===== src/rtl/core/mdw_ram.sv =====
`timescale 1ns / 1ps

module mdw_ram #(
  parameter int WIDTH = 1,
  parameter int DEPTH = 16,
  parameter int AW    = $clog2(DEPTH)
) (
  input  logic             clk,
  input  logic             we,
  input  logic [AW-1:0]    waddr,
  input  logic [WIDTH-1:0] wdata,
  input  logic [AW-1:0]    raddr,
  output logic [WIDTH-1:0] rdata
);

  logic [WIDTH-1:0] mem [DEPTH];

  always_ff @(posedge clk) begin
    if (we) begin
      mem[waddr] <= wdata;
    end
  end

  always_ff @(posedge clk) begin
    rdata <= mem[raddr];
  end

endmodule


===== config.mk =====
export PLATFORM = sky130hd
export DESIGN_NAME = mdw_ram
export DESIGN_NICKNAME = d
export VERILOG_FILES = /design/src/rtl/core/mdw_ram.sv
export SDC_FILE = /design/constraint.sdc
export NUM_CORES = 1
export LEC_CHECK = 0
export ABC_AREA = 1
export BUFFER_PORTS_ARGS = -buffer_cell sky130_fd_sc_hd__buf_2
export CAP_MARGIN = 20
export CORE_MARGIN = 2
export CORE_UTILIZATION = 35
export DETAILED_ROUTE_END_ITERATION = 6
export PLACE_DENSITY = 0.51
export SETUP_SLACK_MARGIN = 0.1
export SYNTH_ARGS = -nofsm -noshare
export SYNTH_HDL_FRONTEND = slang
export SYNTH_SLANG_ARGS = --single-unit

===== constraint.sdc =====
create_clock -name clk -period 1.9 [get_ports clk]
set_input_delay 0 -clock clk [delete_from_list [all_inputs] [get_ports clk]]
set_output_delay 0 -clock clk [all_outputs]
set_load 0.01 [all_outputs]

======== Yosys cells after proc, flatten, opt, wreduce, memory -nomap -nowiden ========
Memories as Yosys holds them, arrays and structs flattened. A register that Yosys moved wholly into a read port is not among the register bits.
Cells that the tools add are included.
storage, ports and cells
  register bits ........................... 0
  memory bits (writable) .................. 16
  input port bits ......................... 11
  output and inout port bits .............. 1
  logic and storage cells ................. 3
  memories ................................ 1
memories
  name  words  width  read ports  clocked after Yosys merged registers in  wr ports  line  RTL
  mem   16     1      1           1                                        1         16    logic [WIDTH-1:0] mem [DEPTH];
operators by class
  muxes and demuxes ....................... 2
operators with widths
  kind               number
  two-way mux 1 bit  2

======== Depth between registers and ports, before layout ========
  depth in word-level cells ............... 2
  gate-level depth with buffers ........... 8
  depth with buffers taken out ............ 7

======== Worst setup path before layout ========
Ideal clock, no wire load.
  path type ............................... flip-flop to flip-flop
  from .................................... mem mem[6]
  to ...................................... reg rdata (read register of mem)
  library setup time ...................... 0.113 ns
  arrival ................................. 0.674 ns
  data required time ...................... 1.787 ns
  path slack .............................. 1.112 ns
  cell stages (with the launch flop) ...... 7
  path buffers ............................ 0
  period minus slack after synthesis ...... 0.788 ns
  cells stage by stage .................... edfxtp_1 -> inv_1 -> nand2_2 -> nand3_1 -> nand3_1 -> nand3_1 -> nand2_1
RTL lines
  what                line  RTL
  start: declaration  16
  end: declaration    13    output logic [WIDTH-1:0] rdata

==> impl_metrics.yaml <==
clock_tree:
  hold_buffers: 1
  cts.clk_slew.worst_paths_ns: 0.09
  post_cts_resized: 0
  cts_buffers: 3
  htree_levels: 1
  post-cts-setup-buffers: 0
  numClockSinks: 17
  cts_root_buffer: "clkbuf_4"
  tritoncts: "yes"
  clkLatencyLatePin_ns: 0.29
  cts_max_path_buffers: 2
floorplan:
  start_util: 0.376
  core.rowCount: 17
  die_x_um: 53.2
  dieArea_um2: 2830
  io_pins: 12
  die_h_um: 53.2
  core_um2: 2250
worst_setup_path:
  required_ns: 2.10
  crit_chain: "inv_1 > nand2_2 > nand3_1 > nand3_1 > nand3_1 > nand2_1"
  critPathTopFamily: "flip-flops"
  crit_top_cell: "nand3_1"
  cp_slowest_cell: "edfxtp_1"
  cp_slowest_stage_delay_ns: 0.38
  critPathKind: "reg2reg"
  path_buf_inv: 1
  crit_cells: 6
  r2r_cells: 6
  arrival_ns: 1.05
  rrSetupSlack_ns: 1.05
  worstSetupEndpointType: "register"
  start_kind: "register"
  r2r_start: "mem[8]$_DFFE_PP_"
  cp_max_fo: 1
  r2r-end: "rdata$_DFF_P_"
sta:
  worst_slack_ns: 1.05
  post-route-period-util: 0.446
  hold_viol: 0
  max_freq_ghz: 1.18
  fin_tns_setup_ns: 0
  period_minus_slack_ns: 0.847
  setup_viol: 0
  relSlewSlack: 0.830
  finalClockSkew_ns: 0.00661
  rsz0062_at_grt: "false"
  slew_viol_final: 0
  tightest_slew_ns: 0.253
global_routing:
  grt_max_degree: 17
  grt_overflow: 0
  gr-usage-met1: 0.154
  antenna_found_initial: 0
  grt-busiest-layer: "met2"
  use_met2: 0.188
  grt_pass1_wl_um: 2430
  grt_util_met3: 0.0339
  grt_use_total: 0.129
  grt_pass1_vias: 585
routing:
  wl_per_cell_um: 9.64
  vias_per_cell: 4.50
  num_vias: 625
  drtPass1Iterations: 4
  post-route-drc-count: 0
  final_antenna_net_count: 0
  totalWireLength_um: 1340
  drt-initial-drc-count: 13
power_and_ir_drop:
  power_density_nw_per_um2: 707
  power.total_uw: 681
  p_leak_uw: 0.000435
  vdd_drop_max_mv: 0.279
placement:
  port_buffers: 11
  place_ws_ns: 1.03
  post_dp_cell_area_um2: 926
  dp_hpwl_um: 1040
  gp_congestion: 0.706
yosys:
  yosysSeqAreaShare: 0.591
  avgSynthCellArea_um2: 8.82
  synth-seq-cells: 17
  synth_cell_types: 11
  syn-instance-count: 96
  syn-cell-area_um2: 847
  synth_warnings: 0
  synth_fp_nets: 107
cells_and_area:
  post-route-cell-area_um2: 962
  drive_gt1_frac: 0.171
  n_antenna_cell: 0
  seqCellArea_um2: 500
  fin_nets: 123
  fill_cells: 237
  multi_input_area_um2: 249
  syn_to_final_growth_pct: 13.6
status:
  status: "finished, final reports clean"
hold_path:
  min-delay-start: "raddr[2]"
  holdPathStages: 4
  hold_end: "rdata$_DFF_P_"
  holdCritPathClass: "in2reg"
flow_run:
  maxCapViolations: 0
[power breakdown]
group	switching [uW]	internal (uW)	total (uW)
logic	45.9	25.7	71.7
clock network	107	81.8	189
registers	2.03	418	420
total	155	526	681
[state kept, by name, summed over array words and instances, names as in the netlist]
signal	cells
mem	16
rdata	1
[worst register-to-register path: cells and delay by family (launching register included)]
kind          cells  cell delay, ns
buf+inv           1            0.07
flops             1            0.38
simple gates      5            0.31
[final cells by class]
cell class              instances  share of cell area
well taps                      28              0.0364
inverters                      21              0.0897
repair buffers                 12              0.0676
multi-input cells              57               0.259
clock buffers                   4              0.0273
flip-flops and latches         17               0.520
[Yosys cell counts]
library cell	number	area (um^2)
buf_6	1	11.3
dfxtp_1	1	20.0
nand2_2	3	18.8
inv_8	1	11.3
nand2_1	24	90.1
nor2_1	8	30.0
nor3_1	8	40.0
inv_2	1	3.75
edfxtp_1	16	480
inv_1	19	71.3
nand3_1	14	70.1
[worst max-delay path by stage]
stage                           from               end  slack, ns
finish              mem[8]$_DFFE_PP_     rdata$_DFF_P_       1.05
global route        mem[1]$_DFFE_PP_     rdata$_DFF_P_       0.93
CTS                 mem[8]$_DFFE_PP_     rdata$_DFF_P_       1.04
detailed placement          waddr[1]  mem[9]$_DFFE_PP_       1.03
global placement            waddr[1]  mem[9]$_DFFE_PP_       0.99
floorplan           mem[6]$_DFFE_PP_     rdata$_DFF_P_       1.11
[logic make-up (layout without fill, tap and decap cells)]
| family | after synthesis | after routing | share of synthesized area |
|---|---|---|---|
| flops | 17 | 17 | 0.591 |
| simple gates | 57 | 57 | 0.294 |
| buf+inv | 22 | 37 | 0.115 |
[through the flow]
| step | instances | utilization | hold WS (ns) |
|---|---|---|---|
| 6_report | 139 | 0.427 | 0.0289 |
| 3_3_place_gp | 134 | 0.411 | 0.232 |
| 3_5_place_dp | 134 | 0.411 | 0.242 |
| 4_1_cts | 139 | 0.427 | 0.0204 |
| 2_1_floorplan | 96 | - | 0.0989 |
| 5_1_grt | 139 | 0.427 | 0.0689 |
[placed cells by master, fill, tap and decap left out, drive strengths merged]
cell type	netlist	layout
nand2	27	27
inv	21	21
edfxtp	16	16
nand3	14	14
buf	1	11
nor2	8	8
nor3	8	8
clkbuf	0	4
dlygate4sd3	0	1
dfxtp	1	1
[routing by layer]
layer	vias to the layer above	routed length [um]
met1	266	650
met5	-	0
met2	17	574
li1	337	-
met4	0	55
met3	5	60
No activity file was read; power rests on OpenSTA's default activity.
